--- src/design/sfq_queue.sv ---
// Two-entry command queue between the front end and the scheduler core.
// No package dependencies.
`default_nettype none
module sfq_queue #(
	parameter int WIDTH = 8
) (
	input  wire logic             clk,
	input  wire logic             arst_n,
	input  wire logic             push,
	input  wire logic [WIDTH-1:0] din,
	input  wire logic             pop,
	output logic                  valid,
	output logic                  full,
	output logic [WIDTH-1:0]      dout
);
	logic [1:0]       cnt_q;
	logic [WIDTH-1:0] data0_q;
	logic [WIDTH-1:0] data1_q;

	assign valid = (cnt_q != 2'd0);
	assign full  = (cnt_q == 2'd2);
	assign dout  = data0_q;

	always_ff @(posedge clk or negedge arst_n) begin
		if (!arst_n) begin
			cnt_q <= 2'd0;
		end else if (push && !pop) begin
			cnt_q <= cnt_q + 2'd1;
		end else if (pop && !push) begin
			cnt_q <= cnt_q - 2'd1;
		end
	end

	always_ff @(posedge clk) begin
		if (pop) begin
			data0_q <= (push && cnt_q == 2'd1) ? din : data1_q;
			if (push && cnt_q == 2'd2) begin
				data1_q <= din;
			end
		end else if (push) begin
			if (cnt_q == 2'd0) begin
				data0_q <= din;
			end else begin
				data1_q <= din;
			end
		end
	end
endmodule
`default_nettype wire

--- config.mk ---
export PLATFORM = sky130hd
export DESIGN_NAME = sfq_queue
export DESIGN_NICKNAME = d
export VERILOG_FILES = /design/src/design/sfq_queue.sv
export SDC_FILE = /design/constraint.sdc
export NUM_CORES = 1
export LEC_CHECK = 0
export BUFFER_PORTS_ARGS = -buffer_cell sky130_fd_sc_hd__buf_2
export CAP_MARGIN = 20
export CORE_MARGIN = 8
export CORE_UTILIZATION = 45
export CTS_CLUSTER_DIAMETER = 60
export DETAILED_ROUTE_END_ITERATION = 10
export PLACE_DENSITY_LB_ADDON = 0.1
export SYNTH_ARGS = -nofsm -noshare
export SYNTH_HDL_FRONTEND = slang
export SYNTH_SLANG_ARGS = --single-unit
--- constraint.sdc ---
create_clock -name clk -period 2.69 [get_ports clk]
set_clock_uncertainty 0.05 [all_clocks]
set_input_delay 0.538 -clock clk [delete_from_list [all_inputs] [get_ports clk]]
set_output_delay 0.538 -clock clk [all_outputs]
set_load 0.05 [all_outputs]
# Yosys cells after proc, flatten, opt, wreduce, memory -nomap -nowiden
# Index checks and enable logic that the tools add are counted.
[word_totals]
out_inout_bits = 10
regBits = 18
[classes]
eq_ne = 4
reduce_logical = 13
muxes = 10
n_addsub = 2
[op_table]
columns = ["cell", "n"]
rows = [
  ["$mux 8", 8],
  ["$reduce_bool 2->1", 4],
  ["$logic_and 1x1->1", 4],
  ["$mux 2", 2],
  ["$reduce_and 3->1", 1],
  ["$add 2x1->2 const B", 1],
  ["$eq 2x1->1 const B", 1],
  ["$eq 2x2->1 const B", 1],
  ["$logic_not 1->1", 2],
  ["$logic_not 2->1", 1],
  ["$ne 2x1->1 const B", 1],
  ["$ne 2x2->1 const B", 1],
  ["$reduce_and 2->1", 1],
  ["$sub 2x1->2 const B", 1],
]

# Logic depth before layout (Yosys ltp)
# Gate-level depths: netlist of the first run.
[logic_depth]
word_depth = 4
ltp_mapped = 4

# Worst setup path after synthesis of the first run
# OpenSTA, ideal clock, no wires.
[synth_path]
kind = "flip-flop to flip-flop"
start = "register cnt_q[0]"
end = "register data1_q[0], enable pin"
path_stages_with_launch = 5
arrival_ns = 1.552
period_less_slack_ns = 1.978
path_buffers = 0
path_slack_ns = 0.712
path_cell_list = "dfrtp_1 -> inv_1 -> ha_1 -> nand3_1 -> a21oi_1"
[synth_between]
elab_chain_len = 4
[synth_lines]
columns = ["item", "line", "text"]
rows = [
  ["start, declared", "16", "logic [1:0] cnt_q;"],
  ["start signal, assigned", "28", "cnt_q <= cnt_q + 2'd1;"],
  ["start signal, assigned", "30", "cnt_q <= cnt_q - 2'd1;"],
  ["$eq 2x2->1", "n/a", ""],
  ["named net full", "13", "output logic full,"],
  ["$logic_and 1x1->1", "37", "if (push && cnt_q == 2'd2) begin"],
  ["$ne 2x1->1 (no source line)", "n/a", ""],
  ["$reduce_and 3->1 (no source line)", "n/a", ""],
  ["end signal, assigned", "38", "data1_q <= din;"],
  ["end signal, assigned", "44", "data1_q <= din;"],
  ["end, declared", "18", "logic [WIDTH-1:0] data1_q;"],
]
# The timed path passes the listed nets, and every way through them passes these cells.
# A chain may end at the register's enable or synchronous reset.

# Worst setup path in the final report of the first run
[layout_path]
start = "register cnt_q[0]"
end = "register data1_q[2], enable pin"
[layout_between]
elab_chain_len = 4
[layout_lines]
columns = ["item", "line"]
rows = [
  ["$eq 2x2->1", "37"],
  ["$logic_and 1x1->1", "37"],
  ["$ne 2x1->1 (no source line)", "n/a"],
  ["$reduce_and 3->1 (no source line) *", "n/a"],
]
# Every way passes the cells marked *; elsewhere a longest branch is shown, timed or not.

==> metrics, run 1 <==
simple-gate area share of the yosys netlist 0.0146; TritonCTS Buffers 3; Worst-Skew Late Latency 0.28 ns; io pins 22; die area 0.00329 mm2; CP Class reg2reg; Peak Freq 508 MHz; Syn Inst Count 44; Post-Synth XOR/XNOR Area 0.0228; Hold/Removal Path Class in2reg; slowest CP cell a21oi_1; Die Span Y 57.4 um; Critical Path RT 2.56 ns; Clock Sinks 18; H-tree levels 1; Worst-Margin Slew 0.772 ns; crit path cell chain inv_1 -> ha_1 -> or2_2 -> a21oi_1; filler instances 136; Seq/Total Area, Yosys 0.689; GRT busiest layer met2; CP top delay family compound AO/OA/AOI/OAI gates; largest net degree at the start of global routing 11; synth warn 0; main combinational cell family by area after synthesis multiplexers; Die X-Extent 57.4 um; Detailed Route Iter0 Violations 4; Post-Syn Area 769 um2; syn_nets 61; worst hold slack 0.393 ns; cell area after layout 940 um2; drt pass-1 iters 4; post-synthesis adder-cell area fraction 0.0813; Root Buffer clkbuf_4; outcome complete, no violations; share of layout cells above drive strength 1 0.493; IO buf count 21; Clk pin slew, worst setup/hold paths 0.09 ns; CTS resizes 0; Routed Antenna Nets 0; met3 Use GR 0.0314; Mapped Avg Cell Area 17.5 um2; RePlAce Congestion 0.706; slowest stage delay, CP 0.61 ns; CTS tree built; mux share of post-synthesis cell area 0.130; vias 426; clock buffer depth 2; register bit total from synthesis 18; pre-CTS setup slack 0.703 ns; final worst path period share 0.732; post-route setup slack 0.720 ns; Final nets 89; Total GRT Usage 0.0835; Max-slew headroom 0.486; DRT Wirelength 1.25 mm; WL/cell 14.2 um; Vias/cell 4.84; core box area 0.00167 mm2; fin crit period 1.97 ns; Final setup viols 0; Netlist cell types 11; Max Cap Viol 0; met1 GRT Util 0.0907; row count 15; maximum VDD drop 0.495 mV; Buf+Inv Stages, Crit Path 1; CP max FO 8; GR Util met2 0.143; crit path launch type flip-flop; Inserted Diodes 0; RSZ-0062 raised after global routing no; Reg area 531 um2; Power Density 963 mW/mm2; crit end category flip-flop; drt drc 0; first-pass GRT wire length 2.17 mm; Slew Viols, Final 0; Initial Util 0.461; gr ovfl total 0; DP Area 903 um2; Syn-to-layout area delta 22.1%; vias in the first global route 503; Synth Area in Compound Gates 0.0374; static leakage 0.408 nW; Setup TNS Final 0 ns; Final Hold Viols 0; multi-input logic area 220 um2; Worst Path Arrival 1.84 ns; DP Wirelength 1.00 mm; initial antenna violation count 0
cells by family after synthesis:
group,after synthesis
muxes,9
and+or+nand+nor,2
xor gates and xnor gates,2
buffers and inverters,5
AOI/OAI and AO/OA,3
adders and majority gates,5
DFF,18
area by class of cell:
class                           count  area share
Clock buffer                        4      0.0280
Inverter                            5      0.0200
Multi-Input combinational cell     21       0.234
Sequential cell                    18       0.565
Tap cell                           17      0.0226
Timing Repair Buffer               23       0.130
registers in the layout, indices dropped and copies added, names as in the netlist:
signal / flops
dout: 8
data1_q: 8
cnt_q: 2
worst paths after layout:
kind	start	end	slack, ns	cells past startpoint
max	cnt_q[0]	data1_q[2]	0.72	4
min	din[7]	data1_q[7]	0.39	1
max reg2reg	cnt_q[0]	data1_q[2]	0.72	4
min reg2reg	cnt_q[0]	cnt_q[0]	0.46	1
max in group asynchronous	arst_n	cnt_q[0]	1.98	2
min in group asynchronous	arst_n	cnt_q[1]	0.52	2
cell usage after synthesis (all sizes together):
cell type | n | area share
ha | 5 | 0.081
dfrtp | 2 | 0.065
inv | 5 | 0.024
edfxtp | 16 | 0.62
mux2 | 8 | 0.12
mux2i | 1 | 0.013
xor2 | 2 | 0.023
nand3 | 1 | 0.0065
a21boi | 1 | 0.024
or2 | 1 | 0.0081
a21oi | 2 | 0.013
metrics by stage:
stage / std cells / utilization / power (mW)
CTS: 88 / 0.563 / 0.924
finish: 88 / 0.563 / 0.905
detailed placement: 83 / 0.541 / 0.788
global route: 88 / 0.563 / 0.958
floorplan: 44 / - / 0.701
global placement: 83 / 0.541 / 0.781
cells in the final DEF, fill, tap and decap left out:
master / synthesis / final
a21oi_1: 2 / 2
dlygate4sd3_1: 0 / 1
ha_1: 5 / 5
mux2_2: 8 / 8
edfxtp_1: 16 / 16
buf_2: 0 / 21
mux2i_1: 1 / 1
xor2_1: 2 / 2
inv_1: 5 / 5
or2_2: 1 / 1
dfrtp_1: 2 / 2
a21boi_4: 1 / 1
clkbuf_4: 0 / 3
nand3_1: 1 / 1
buf_4: 0 / 1
clkbuf_1: 0 / 1
power by group:
group	switching [mW]	internal, mW	leakage (nW)
Combinational	0.256	0.107	0.216
Clock	0.0734	0.0575	0.0150
Sequential	0.0227	0.388	0.177
Total	0.352	0.553	0.408
repair_timing:
action / CTS / global route
hold buffers: 1 / 0
hold endpoints to repair: 2 / 0
setup buffers: 0 / 0
layer usage:
metal,wire [um],vias to the layer above
met5,0,-
met3,74,0
met2,627,12
li1,-,215
met4,0,0
met1,552,199
(Power assumes the default switching activity.)
==> run 2: changes to the inputs <==
--- a/config.mk
+++ b/config.mk
@@ -5,10 +5,11 @@
 export SDC_FILE = /design/constraint.sdc
 export NUM_CORES = 1
 export LEC_CHECK = 0
+export ABC_AREA = 1
 export BUFFER_PORTS_ARGS = -buffer_cell sky130_fd_sc_hd__buf_2
 export CAP_MARGIN = 20
 export CORE_MARGIN = 8
-export CORE_UTILIZATION = 45
+export CORE_UTILIZATION = 44
 export CTS_CLUSTER_DIAMETER = 60
 export DETAILED_ROUTE_END_ITERATION = 10
 export PLACE_DENSITY_LB_ADDON = 0.1
==> constraint.sdc (replaced) <==
create_clock -name clk -period 1.7 [get_ports clk]
set_clock_uncertainty 0.05 [all_clocks]
set_input_delay 0.34 -clock clk [delete_from_list [all_inputs] [get_ports clk]]
set_output_delay 0.34 -clock clk [all_outputs]
set_load 0.05 [all_outputs]
==> run 2 against run 1 <==
  * Critical path depth is the same
  * Final cell count grew 36%
  * Sequential power grew 60%
  * First-iteration DRC count grew to 2.5 times the previous value
  * Power grew 69%
  * Synthesized cell count grew 52%
  * Critical endpoint is now valid
==> metrics, run 2 <==
Clk network pwr share 0.137; Final setup viols 0; crit path launch type flip-flop; row count 15; Worst-Skew Late Latency 0.28 ns; io pins 22; Netlist cell types 15; Reg-to-Reg End data1_q[0]; vias in the first global route 543; Worst Setup EP valid; Inserted Diodes 0; Met2 Routed Length 735 um; crit end category primary output; leading cell type by number of instances after synthesis nand2_1; Clock Sinks 18; combinational share of power 0.434; largest net degree at the start of global routing 11; RSZ-0062 raised after global routing no; register bit total from synthesis 18; CP Class reg2out; Placed Instances 115; Detailed Route Iter0 Violations 10; RePlAce Congestion 0.724; Routed Antenna Nets 0; drt drc 0; post-synthesis adder-cell area fraction 0.0775; Slew Viols, Final 0; fin crit period 1.63 ns; Area contributors post-synth edfxtp_1 (60%), nand2_1 (9.3%), ha_1 (7.8%); DP Wirelength 1.16 mm; Max-slew headroom 0.712; Sw Pwr 646 uW; Die X-Extent 58.8 um; most frequent cells in the layout nand2_1 (20), buf_2 (20), edfxtp_1 (16); Initial Util 0.467; cell area after layout 996 um2; launch point of the worst path cnt_q[0]; Setup Fix Bufs, Post-CTS 0; Die Span Y 58.8 um; EDFF count, synth 16; Final nets 113; Max Cap Viol 0; Post-Syn Area 807 um2; Async SR Flop Fraction 0.111; first-pass GRT wire length 2.34 mm; Worst Path Arrival 1.24 ns; gr ovfl total 0; Syn-to-layout area delta 23.4%; metal3 WL 100 um; wire length on met1 616 um; Peak Freq 615 MHz; main combinational cell family by area after synthesis simple AND/OR/NAND/NOR gates; Seq/Total Area, Yosys 0.657; pre-CTS setup slack 0.131 ns; Internal Pwr Total 886 uW; Syn Inst Count 67; syn_nets 84; Final Hold Viols 0; static leakage 0.467 nW; mux share of post-synthesis cell area 0; final worst path period share 0.957; maximum VDD drop 0.847 mV; initial antenna violation count 0; Primary FF master, synth edfxtp_1; clock buffer depth 2; share of the synthesized area in the top cell type 0.595; Synth area leader edfxtp_1; fin cells 120; DRT Wirelength 1.47 mm; Synth Area in Compound Gates 0.0171; CTS tree built; CP max FO 3; TritonCTS Buffers 3; most frequent cells after synthesis nand2_1 (20), edfxtp_1 (16), nand3_1 (9), inv_1 (6), ha_1 (5); drt pass-1 iters 4; vias 547; post-route setup slack 0.0738 ns; H-tree levels 1; core box area 0.00173 mm2; DP Area 957 um2; Root Buffer clkbuf_4; Power Density 1540 mW/mm2; Register-to-Register Path Depth 5; Critical Path RT 1.31 ns; WL/cell 12.2 um; switching power share of the total 0.422; IO buf count 21; Worst-Margin Slew 0.432 ns; Hold/Removal Path Class in2reg; Mapped Avg Cell Area 12.0 um2; outcome complete, no violations; Clk pin slew, worst setup/hold paths 0.10 ns; synth warn 0; Top Metal Used met4; share of layout cells above drive strength 1 0.358; Sequential Power Share 0.429; die area 0.00346 mm2; Post-Synth XOR/XNOR Area 0.0109; RR Startpoint cnt_q[0]; Total GRT Usage 0.0876; flop2flop setup slack 0.12 ns; Vias/cell 4.56; simple-gate area share of the yosys netlist 0.191
run 2: logic make-up (layout without fill, tap and decap cells):
family,Yosys count,count (layout)
and+or+nand+nor,33,33
buffers and inverters,8,36
xor gates and xnor gates,1,1
AOI/OAI and AO/OA,2,2
DFF,18,18
adders and majority gates,5,5
run 2: stage by stage:
step / setup TNS (ns) / power (mW) / util / hold slack (ns)
after global routing: 0 / 1.62 / 0.577 / 0.172
after floorplan: -1.35 / 1.17 / - / -0.00559
final: 0 / 1.53 / 0.577 / 0.188
after detailed placement: 0 / 1.33 / 0.554 / 0.0790
after global placement: 0 / 1.32 / 0.554 / 0.0770
after CTS: 0 / 1.53 / 0.575 / 0.185
run 2: routing by layer:
metal  global-route usage  up-vias
met2                0.145       16
met3               0.0261        4
met5                    0        -
li1                     -      280
met4               0.0410        0
met1                0.101      247
run 2: power by group through the flow:
stage	registers, mW	clock network [mW]	logic, mW
after floorplan	0.840	0	0.330
after global placement	0.665	0	0.651
after detailed placement	0.668	0	0.657
after CTS	0.658	0.215	0.661
after global routing	0.668	0.236	0.719
final	0.658	0.210	0.665
run 2: timing repair:
item                       in CTS  in global routing
resized for setup               0                  2
hold buffers                    1                  0
setup endpoints to repair       0                  1
hold endpoints to repair        2                  0
run 2: worst min-delay path by stage:
stage | from | end | slack [ns] | depth (start not counted)
2_1_floorplan | arst_n | cnt_q[0] | -0.006 | 0
3_3_place_gp | arst_n | cnt_q[0] | 0.08 | 1
3_5_place_dp | arst_n | cnt_q[0] | 0.08 | 1
4_1_cts | din[2] | data1_q[2] | 0.19 | 1
5_1_grt | din[6] | data1_q[6] | 0.17 | 1
6_report | din[6] | data1_q[6] | 0.19 | 1
run 2: layout make-up:
| type | count | area, um2 |
|---|---|---|
| multi-input cells | 41 | 241 |
| well taps | 25 | 31.3 |
| fillers | 168 | 731 |
| flip-flops and latches | 18 | 531 |
| clock buffers | 3 | 22.5 |
| inverters | 7 | 26.3 |
| clock inverters | 1 | 3.75 |
| repair buffers | 25 | 140 |
run 2: worst max-delay path, cell delays in order, from the launching register on:
cell and delay [ns]:
dfrtp_1 0.39, inv_1 0.07, ha_1 0.19, inv_1 0.09, buf_4 0.20
