`src/design/sfq_pkg.sv`:
```
// Shared types, codes and constants of the SFQ/DRR packet scheduler.
// No dependencies; sfq_front, sfq_back, the top level, the checker and the testbench use it.
`default_nettype none
package sfq_pkg;

	localparam int MAX_FLOWS_DEF    = 1024;
	localparam int BUFFER_SLOTS_DEF = 1024;

	localparam int CNT_W  = 11;   // packet counts, limits
	localparam int DEF_W  = 18;   // signed deficit
	localparam int FIDX_W = 11;   // flow index field of a result
	localparam int HASH_W = 32;

	// hash reduction: bits retired per divider cycle
	localparam int DIV_BITS   = 4;
	localparam int DIV_STEPS  = HASH_W / DIV_BITS;
	localparam int DIV_CNT_W  = $clog2(DIV_STEPS);

	localparam logic CMD_ENQ = 1'b0;
	localparam logic CMD_DEQ = 1'b1;

	localparam logic [2:0] ST_ACCEPTED   = 3'd0;
	localparam logic [2:0] ST_DROP_LIMIT = 3'd1;
	localparam logic [2:0] ST_DROP_FULL  = 3'd2;
	localparam logic [2:0] ST_DEQUEUED   = 3'd3;
	localparam logic [2:0] ST_EMPTY      = 3'd4;

	localparam logic [2:0] CFG_QUANTUM     = 3'd0;
	localparam logic [2:0] CFG_TOTAL_LIMIT = 3'd1;
	localparam logic [2:0] CFG_FLOW_LIMIT  = 3'd2;
	localparam logic [2:0] CFG_FLOWS       = 3'd3;
	localparam logic [2:0] CFG_FAIR_SHARE  = 3'd4;
	localparam logic [2:0] CFG_NS2_MODE    = 3'd5;

	typedef struct packed {
		logic              cmd;
		logic [31:0]       flow_hash;
		logic              unclassified;
		logic [15:0]       packet_size;
		logic [15:0]       packet_handle;
	} in_item_t;

	typedef struct packed {
		logic [2:0]        status;
		logic [FIDX_W-1:0] flow_index;
		logic [15:0]       out_size;
		logic [15:0]       out_handle;
	} result_t;

	typedef struct packed {
		logic [15:0]      quantum;
		logic [CNT_W-1:0] total_limit;
		logic [CNT_W-1:0] per_flow_limit;
		logic [CNT_W-1:0] flows_in_use;
		logic [CNT_W-1:0] fair_share;
		logic             ns2_mode;
	} cfg_t;

endpackage
`default_nettype wire

```
`src/design/sfq_front.sv`:
```
// Front end: takes commands, reduces the flow hash to a flow index.
// Uses sfq_pkg; feeds the command queue.
`default_nettype none
module sfq_front #(
	parameter int MAX_FLOWS = sfq_pkg::MAX_FLOWS_DEF,
	localparam int FIW = $clog2(MAX_FLOWS + 1),
	localparam int EW  = 1 + FIW + 32
) (
	input  wire logic              clk,
	input  wire logic              arst_n,
	input  wire logic              start,
	input  wire sfq_pkg::in_item_t item,
	input  wire logic [FIW-1:0]    nf,
	input  wire logic              hold,
	output logic                   busy,
	output logic                   push,
	output logic [EW-1:0]          entry
);
	typedef enum logic [2:0] {
		F_IDLE = 3'b001,
		F_DIV  = 3'b010,
		F_PUSH = 3'b100
	} fstate_t;

	fstate_t                         state_q;
	logic [sfq_pkg::DIV_CNT_W-1:0]   cnt_q;
	logic [31:0]                     hash_q;
	logic [FIW-1:0]                  rem_q;
	logic [FIW-1:0]                  rem_nxt;
	logic [FIW:0]                    trial;
	logic [31:0]                     hsh;
	logic                            cmd_q;
	logic [15:0]                     size_q;
	logic [15:0]                     handle_q;
	logic                            accept;

	assign busy   = (state_q != F_IDLE) || hold;
	assign accept = start && !busy;
	assign push   = (state_q == F_PUSH);
	assign entry  = {cmd_q, rem_q, size_q, handle_q};

	// restoring remainder, DIV_BITS hash bits per cycle
	always_comb begin
		rem_nxt = rem_q;
		hsh     = hash_q;
		trial   = '0;
		for (int k = 0; k < sfq_pkg::DIV_BITS; k++) begin
			trial = {rem_nxt, hsh[31]};
			hsh   = {hsh[30:0], 1'b0};
			if (trial >= {1'b0, nf}) begin
				trial = trial - {1'b0, nf};
			end
			rem_nxt = trial[FIW-1:0];
		end
	end

	always_ff @(posedge clk or negedge arst_n) begin
		if (!arst_n) begin
			state_q <= F_IDLE;
			cnt_q   <= '0;
		end else begin
			unique case (state_q)
				F_IDLE: begin
					if (accept) begin
						cnt_q <= '0;
						if (item.cmd == sfq_pkg::CMD_ENQ && !item.unclassified) begin
							state_q <= F_DIV;
						end else begin
							state_q <= F_PUSH;
						end
					end
				end
				F_DIV: begin
					cnt_q <= cnt_q + 1'b1;
					if (cnt_q == sfq_pkg::DIV_CNT_W'(sfq_pkg::DIV_STEPS - 1)) begin
						state_q <= F_PUSH;
					end
				end
				F_PUSH: begin
					state_q <= F_IDLE;
				end
				default: state_q <= F_IDLE;
			endcase
		end
	end

	always_ff @(posedge clk) begin
		if (state_q == F_IDLE && accept) begin
			cmd_q    <= item.cmd;
			size_q   <= item.packet_size;
			handle_q <= item.packet_handle;
			hash_q   <= item.flow_hash;
			// unclassified packets go to the extra flow, dequeues need no flow
			if (item.cmd == sfq_pkg::CMD_ENQ && item.unclassified) begin
				rem_q <= nf;
			end else begin
				rem_q <= '0;
			end
		end else if (state_q == F_DIV) begin
			hash_q <= hash_q << sfq_pkg::DIV_BITS;
			rem_q  <= rem_nxt;
		end
	end
endmodule
`default_nettype wire

```
`config.mk`:
```
export PLATFORM = sky130hd
export DESIGN_NAME = sfq_front
export DESIGN_NICKNAME = d
export VERILOG_FILES = /design/src/design/sfq_pkg.sv /design/src/design/sfq_front.sv
export SDC_FILE = /design/constraint.sdc
export NUM_CORES = 1
export LEC_CHECK = 0
export BUFFER_PORTS_ARGS = -buffer_cell sky130_fd_sc_hd__buf_2
export CORE_MARGIN = 1.5
export CORE_UTILIZATION = 57
export CTS_BUF_LIST = sky130_fd_sc_hd__clkbuf_8
export DETAILED_ROUTE_END_ITERATION = 7
export PLACE_DENSITY = 0.88
export SYNTH_ARGS = -nofsm -noshare
export SYNTH_HDL_FRONTEND = slang
export SYNTH_SLANG_ARGS = --single-unit
```
`constraint.sdc`:
```
create_clock -name clk -period 11.44 [get_ports clk]
set_clock_uncertainty 0.15 [all_clocks]
set_input_delay 2.288 -clock clk [delete_from_list [all_inputs] [get_ports clk]]
set_output_delay 2.288 -clock clk [all_outputs]
set_load 0.005 [all_outputs]
```
== After elaboration in Yosys (flattened, before gate mapping) ==
Index checks and enable logic that the tools add are counted.
Operators by class
  reduce and logical (&&, ||, !) cells: 11
  bitwise gates (word level): 1
  equality and inequality tests: 7
  add/sub/neg operators: 5
  mux-type cells: 15
  $lt $le $gt $ge: 4
Operator list (count)
  two-way mux 11 bit: 7
  two-way mux 32 bit: 2
  greater-or-equal comparator 12 x 11 -> 1 bit: 4
  subtractor 11 bit: 4
  two-way mux 3 bit: 4
  case mux 3 bit (2 select lines): 2
  equality test 3 bit (second input constant): 2
  logical AND 1 bit: 4
  != test 2 bit (second input constant): 2
  AND reduction 2 bit: 2
  nonzero test 2 bit: 2
  adder 3 x 1 -> 3 bit (second input constant): 1
  equality test 3 x 1 -> 1 bit (second input constant): 1
  equality test 3 x 2 -> 1 bit (second input constant): 1
  != test 3 x 1 -> 1 bit (second input constant): 1
  logical NOT 1 bit: 2
  logical OR 1 bit: 1
  NOT 1 bit: 1
Word-level totals
  word-level logic and storage cells: 50
  output and inout port bits: 46
  register bits: 82
  bits of input ports: 81

== Logic depth before layout (Yosys ltp) ==
Gate-level depths: netlist of run 1.
  depth after elaboration: 10
  depth in mapped cells: 36
  gate-level depth less buffers: 34

== Least setup slack after synthesis of run 1 ==
OpenSTA, ideal clock, no wires.
  kind: input -> register
  from: in nf[9]
  to: reg rem_q[6], data pin
  path slack: 1.260 ns
  data required time: 11.014 ns
  path buffers: 3
  setup time: 0.276 ns
  arrival: 9.753 ns
  stages: 34
  path through: inv_1 > ha_1 > buf_2 > a21o_1 > o41a_2 > nor2_4 > mux2_2 > ha_1 > a21o_1 > a221oi_2 > a211o_1 > nand3_1 > nor2_1 > mux2_2 > ha_1 > a21o_1 > a21oi_1 > o21ai_0 > nand2_1 > a211oi_1 > a2111oi_4 > buf_6 > mux2i_1 > inv_1 > fa_1 > nand2b_1 > a21oi_1 > o21ai_0 > a21oi_1 > o221ai_1 > o2bb2ai_1 > clkbuf_1 > nand4_1 > o311ai_2
On the way
  word-level cells in the longest chain between the ends: 10
  elaborated cells on any way between the ends: 14
Ends and longest elaborated chain
  start, declared: line sfq_front.sv:13  | input wire logic [FIW-1:0] nf,
  subtractor 11 bit / greater-or-equal comparator 12 x 11 -> 1 bit (equally long branches): line sfq_front.sv:51, sfq_front.sv:50
  two-way mux 11 bit: line sfq_front.sv:50  | if (trial >= {1'b0, nf}) begin
  subtractor 11 bit / greater-or-equal comparator 12 x 11 -> 1 bit (equally long branches): line sfq_front.sv:51, sfq_front.sv:50
  two-way mux 11 bit: line sfq_front.sv:50
  greater-or-equal comparator 12 x 11 -> 1 bit / subtractor 11 bit (equally long branches): line sfq_front.sv:50, sfq_front.sv:51
  two-way mux 11 bit: line sfq_front.sv:50
  subtractor 11 bit / greater-or-equal comparator 12 x 11 -> 1 bit (equally long branches): line sfq_front.sv:51, sfq_front.sv:50
  two-way mux 11 bit *: line sfq_front.sv:50
  two-way mux 11 bit *: line sfq_front.sv:99  | end else if (state_q == F_DIV) begin
  two-way mux 11 bit *: line sfq_front.sv:88  | if (state_q == F_IDLE && accept) begin
  end signal, assigned: line sfq_front.sv:95  | rem_q <= nf;
  end signal, assigned: line sfq_front.sv:101  | rem_q <= rem_nxt;
  end, declared: line sfq_front.sv:28  | logic [FIW-1:0] rem_q;
Every way passes the cells marked *; elsewhere a longest branch is shown, timed or not. The select of a mux whose other input is x is not followed.
A chain may end at the register's enable or synchronous reset.

== Worst setup path after layout of run 1 ==
  from: in nf[9]
  to: reg rem_q[4], data pin
The elaborated chain is that of the path after synthesis.

==> results.txt, run 1 <==
Status: complete, no violations
WS Path Type: primary input to flop
Share of the yosys chip area belonging to registers: 43.0%
Global placement routability congestion: 0.955
Die area: 0.0105 sq mm
Crit path capture type: flop
Delay of the slowest critical-path stage: 0.53 ns
PortBufs: 126
DP HPWL: 11,500 um
Die X: 103 um
Fmax: 91.7 MHz
Latest clock arrival within the worst-skew pair: 0.34 ns
Cell row count: 36
Post-synth ARST share: 7.32%
Post-Syn Instances: 553
Chip height: 103 um
Cell Area, Synth: 0.00566 sq mm
CTS max path bufs: 2
Fin nets: 813
Tot GR Track Use: 27.9%
FILL cells: 753
Total grt overflow: 0
Area growth syn-to-layout: 16.9%
H-tree depth: 3
Post-DR vias/cell: 5.83
Core area: 0.00968 sq mm
DP Worst Slack: 0.319 ns
Number of global-route vias before repair: 4,599
Crit path DAT: 10.90 ns
Cell variety after synth: 71
Antenna Cells: 0
Tcrit/Tclk final: 95.4%
Pin count of the biggest net entering global routing: 73
Slew margin rel.: 44.9%
RSZ-0062 raised after global routing: false
Final setup TNS: 0 ns
Top_reg_cell synth: edfxtp_1
Initial DRC count: 385
Flops & latches, synth: 82
Layout Utilization: 68.3%
Drt wl/cell: 17.9 um
Via count: 4,781
CP Launch Type: primary input
Final Worst Setup Slack: 0.529 ns
Final Max Slew Viols: 0
# DRC: 0
First-pass GRT wire length: 22,500 um
Hold Vio Cnt, Final: 0
Final ANT Viol Nets: 0
MaxCap Viol Count: 0
Minimum clock period: 10.91 ns
Clock Sinks: 82
Synthesized net count: 684
CP max stage cell: o41a_2
Clock Tree Root: clkbuf_8
CTS tree: done
WP data required: 11.43 ns
Initial core utilization: 58.4%
Average size of a mapped cell: 10.2 sq um
Crit-path max FO: 14
CTS Buf Count: 9
Top Ports: 127
Initial antenna violation count: 0
# setup viols final: 0
Final WL: 14,700 um
Slew at the pin with the worst max-slew slack: 0.826 ns
Layout cells sized above 1: 27.7%
YS warnings: 0
Post-synth EDFFs: 76
Hold Crit Class: flop to flop
Clock-pin slew on the worst setup and hold paths: 0.08 ns
Most numerous cell on the critical path: ha_1
DRT Pass-1 Iters: 5
flip-flops by register name, indices dropped and copies added (netlist names):
| signal | count |
|---|---|
| handle_q | 16 |
| cmd_q | 1 |
| size_q | 16 |
| rem_q | 11 |
| hash_q | 32 |
| state_q | 3 |
| cnt_q | 3 |
cells by family after synthesis:
group	Yosys count	share of synthesized area (%)
AOI/OAI and AO/OA	108	14.4
adders and majority gates	50	11.6
xor gates and xnor gates	25	3.87
and+or+nand+nor	211	17.6
muxes	31	6.21
buffers and inverters	46	3.30
DFF	82	43.0
Yosys cell counts (all sizes together), types with 3 or more instances:
| cell type | count | area (sq um) |
|---|---|---|
| fa | 4 | 80.1 |
| and2 | 3 | 18.8 |
| xor2 | 5 | 43.8 |
| nor2b | 7 | 43.8 |
| inv | 32 | 120 |
| nand2 | 111 | 424 |
| and3 | 7 | 43.8 |
| xnor2 | 20 | 175 |
| mux2i | 7 | 70.1 |
| a211oi | 9 | 77.6 |
| a21oi | 26 | 130 |
| dfrtp | 5 | 125 |
| a21o | 10 | 75.1 |
| edfxtp | 76 | 2280 |
| nor3 | 10 | 50.1 |
| o21ai | 19 | 95.1 |
| nand2b | 11 | 68.8 |
| o211ai | 5 | 42.5 |
| nand4 | 14 | 93.8 |
| o21a | 6 | 45.0 |
| clkbuf | 9 | 33.8 |
| ha | 46 | 576 |
| o311ai | 11 | 126 |
| nor2 | 28 | 113 |
| buf | 5 | 32.5 |
| nand3 | 6 | 35.0 |
| mux2 | 24 | 282 |
cell type report:
cell class | count | area (sq um) | share of cell area, %
multi-input cells | 425 | 3040 | 46.0
well taps | 133 | 166 | 2.52
flip-flops and latches | 82 | 2430 | 36.8
clock inverters | 7 | 53.8 | 0.813
clock buffers | 9 | 124 | 1.87
repair buffers | 132 | 676 | 10.2
inverters | 32 | 120 | 1.82
metal layers:
metal / wire (um) / up-vias / GRT usage (%)
met4: 427 / 0 / 10.0
li1: - / 2288 / -
met3: 754 / 30 / 4.61
met1: 6190 / 2277 / 36.6
met2: 7310 / 186 / 47.0
met5: 0 / - / 0
placed cells by master (no fill, tap or decap), types with 11 or more instances in the layout:
| cell type | count |
|---|---|
| mux2_2 | 18 |
| o21ai_0 | 18 |
| nand2_1 | 110 |
| xnor2_1 | 20 |
| nand4_1 | 13 |
| nand2b_1 | 11 |
| nor2_1 | 27 |
| a21oi_1 | 26 |
| buf_2 | 126 |
| inv_1 | 32 |
| edfxtp_1 | 76 |
| ha_1 | 46 |
critical path: cells and delay by family:
kind / cells / cell delay, ns
AO/OA/AOI/OAI: 16 / 4.09
adder cells (fa/ha/maj): 4 / 1.41
AND/OR/NAND/NOR: 7 / 1.29
multiplexers: 3 / 1.16
buffers and inverters: 3 / 0.65
repair_timing:
item / 4_1_cts / 5_1_grt
hold buffers: 0 / 0
endpoints found under the setup margin: 0 / 1
setup buffers: 0 / 0
gates resized for setup: 0 / 1
metrics by stage:
| stage | area, sq um | std cells | hold slack [ns] |
|---|---|---|---|
| 6_report | 6620 | 820 | 0.371 |
| 5_1_grt | 6620 | 820 | 0.397 |
| 4_1_cts | 6610 | 820 | 0.371 |
| 3_5_place_dp | 6430 | 804 | 0.354 |
| 3_3_place_gp | 6430 | 804 | 0.329 |
| 2_1_floorplan | 5660 | 553 | 0.305 |
path summary, 6_finish.rpt:
path	startpoint	end	slack (ns)	cells past startpoint
worst max-delay path	nf[9]	rem_q[4]	0.53	33
worst min-delay path	hash_q[10]	hash_q[14]	0.37	2
worst max register to register	hash_q[31]	rem_q[4]	2.34	34
worst min register to register	hash_q[10]	hash_q[14]	0.37	2
max in group asynchronous	arst_n	state_q[0]	9.32	1
min in group asynchronous	arst_n	state_q[1]	1.60	1
Power of run 1 is left out: the tool's default activity adds up to more than one toggle a clock period on the data nets, which glitch-free logic cannot reach.
==> run 2: changes to the inputs <==
--- a/config.mk
+++ b/config.mk
@@ -7,10 +7,10 @@
 export LEC_CHECK = 0
 export BUFFER_PORTS_ARGS = -buffer_cell sky130_fd_sc_hd__buf_2
 export CORE_MARGIN = 1.5
-export CORE_UTILIZATION = 57
+export CORE_UTILIZATION = 45
 export CTS_BUF_LIST = sky130_fd_sc_hd__clkbuf_8
 export DETAILED_ROUTE_END_ITERATION = 7
-export PLACE_DENSITY = 0.88
+export PLACE_DENSITY = 0.73
 export SYNTH_ARGS = -nofsm -noshare
 export SYNTH_HDL_FRONTEND = slang
 export SYNTH_SLANG_ARGS = --single-unit
==> constraint.sdc (replaced) <==
create_clock -name clk -period 11.44 [get_ports clk]
set_clock_uncertainty 0.15 [all_clocks]
set_input_delay 1.144 -clock clk [delete_from_list [all_inputs] [get_ports clk]]
set_output_delay 1.144 -clock clk [all_outputs]
set_load 0.005 [all_outputs]
==> run 2 against run 1 <==
Final area increased by 1.4%. Count of clock-buffer cells in the layout unchanged. Setup slack improved by 0.82 ns. Highest routed layer unchanged. Hold slack got worse by 0.022 ns. Non-clock buffer count decreased by 1. Maximum frequency increased by 8.2%.
==> results.txt, run 2 (synthesis gave the netlist of run 1 again) <==
Most flop-heavy register: hash_q
WS Path Type: primary input to flop
Final setup TNS: 0 ns (unchanged)
PortBufs: 126 (unchanged)
CTS Buf Count: 9 (unchanged)
First-pass GRT wire length: 22,100 um (-1.4%)
WHS Path Cells: 1 (-1)
Post-CTS Setup Bufs: 0 (unchanged)
Final ANT Viol Nets: 0 (unchanged)
Clock Sinks: 82 (unchanged)
Hold Buf Count CTS: 0 (unchanged)
Max reg flops: 32 (unchanged)
Clock Tree Root: clkbuf_8
Global placement routability congestion: 0.942 (-1.4%)
Tot GR Track Use: 21.4% (-6.5 points)
Layout cells sized above 1: 27.4% (-0.21 points)
Post-route cell area: 0.00671 sq mm (+1.4%)
# DRC: 0 (unchanged)
Placed instance area: 0.00647 sq mm (+0.56%)
Top flop regs: hash_q: 32 flops, handle_q: 16 flops, size_q: 16 flops
Crit-path max FO: 15 (+1)
Latest clock arrival within the worst-skew pair: 0.35 ns (about the same)
Hold Vio Cnt, Final: 0 (unchanged)
Status: complete, no violations
CTS tree: done
Initial core utilization: 46.5% (-12 points)
PostCTS Resize Cnt: 0 (unchanged)
Via count: 4,683 (-2.0%)
Crit path DAT: 10.09 ns (-0.81 ns)
Initial antenna violation count: 1 (+1)
Fin nets: 812 (-0.12%)
Launching point of the worst reg2reg path: rem_q[4]
CP Launch Type: primary input
Worst Reg-to-Reg Cells: 33 (-2.9%)
Total grt overflow: 0 (unchanged)
Tcrit/Tclk final: 88.2% (-7.2 points)
R2r endpoint: rem_q[4]
Antenna Cells: 0 (unchanged)
Critical Path Start: nf[5]
Multi-input gate area: 0.00304 sq mm (-0.12%)
Slew at the pin with the worst max-slew slack: 0.990 ns (+0.163 ns)
Most common cell after layout, fill and taps aside: buf_2
R2R Setup Slk: 1.97 ns (-0.37 ns)
Number of global-route vias before repair: 4,556 (-0.93%)
Chip height: 115 um (+12%)
Hold Crit Class: flop to flop
Drt wl/cell: 16.5 um (-7.7%)
Pin count of the biggest net entering global routing: 46 (-37%)
Final WL: 14,100 um (-3.9%)
Register area: 0.00243 sq mm (unchanged)
H-tree depth: 3 (unchanged)
DP HPWL: 11,100 um (-2.9%)
Area growth syn-to-layout: 18.6%
Commonest non-fill, non-tap cells in the layout: buf_2 (126), nand2_1 (110), edfxtp_1 (76)
Delay of the slowest critical-path stage: 0.49 ns (-0.04 ns)
CTS max path bufs: 2 (unchanged)
FILL cells: 1,105 (+47%)
MaxCap Viol Count: 0 (unchanged)
Final Max Slew Viols: 0 (unchanged)
Clock-pin slew on the worst setup and hold paths: 0.08 ns (about the same)
Post-DR vias/cell: 5.49 (-5.8%)
Crit path capture type: flop
WP data required: 11.44 ns (about the same)
Slew margin rel.: 34.0% (-11 points)
Minimum clock period: 10.09 ns (-0.824 ns)
Die X: 115 um (+12%)
# setup viols final: 0 (unchanged)
DRT Pass-1 Iters: 5 (unchanged)
CP max stage cell: a21oi_1
Most numerous cell on the critical path: a21oi_1
Core area: 0.0122 sq mm (+26%)
Cell row count: 40 (+11%)
Top Ports: 127 (unchanged)
Fmax: 99.1 MHz (+8.2%)
Die area: 0.0133 sq mm (+26%)
RSZ-0062 raised after global routing: false
Worst setup path end: rem_q[4]
Initial DRC count: 396 (+2.9%)
[run 2: layer usage]
layer  global-route usage [%]  vias to the layer above  wire [um]
li1                         -                     2282          -
met3                     4.01                       40        738
met2                     34.4                      169       6680
met5                        0                        -          0
met4                     10.3                        0        569
met1                     28.1                     2192       6120
[run 2: worst min path at each step]
| stage | startpoint | end | slack (ns) |
|---|---|---|---|
| 2_1_floorplan | state_q[2] | state_q[2] | 0.31 |
| 3_3_place_gp | state_q[2] | state_q[1] | 0.33 |
| 3_5_place_dp | state_q[2] | state_q[2] | 0.34 |
| 4_1_cts | state_q[2] | state_q[2] | 0.35 |
| 5_1_grt | state_q[2] | state_q[1] | 0.39 |
| 6_report | state_q[2] | state_q[2] | 0.35 |
[run 2: final cells by class]
class / instances / share of cell area, %
timing repair buffer: 131 / 9.96
sequential: 82 / 36.3
multi-input combinational: 425 / 45.3
clock inverter: 6 / 1.72
inverter: 32 / 1.79
tap: 168 / 3.13
clock buffer: 9 / 1.85
[run 2: metrics by stage]
| stage | worst slack (ns) | cells | hold slack [ns] | utilization (%) |
|---|---|---|---|---|
| 2_1_floorplan | 2.40 | 553 | 0.305 | - |
| 3_3_place_gp | 1.50 | 838 | 0.331 | 53.2 |
| 3_5_place_dp | 1.12 | 838 | 0.342 | 53.2 |
| 4_1_cts | 1.47 | 853 | 0.355 | 55.2 |
| 5_1_grt | 0.820 | 853 | 0.386 | 55.2 |
| 6_report | 1.35 | 853 | 0.349 | 55.2 |
[run 2: worst max-delay path: cells and delay by family]
family / cells / cell delay [ns]
simple gates: 8 / 1.68
compound gates: 17 / 4.48
fa+ha+maj: 4 / 1.45
buf+inv: 4 / 0.64
mux: 2 / 0.68
Power of run 2 is left out for the same reason.
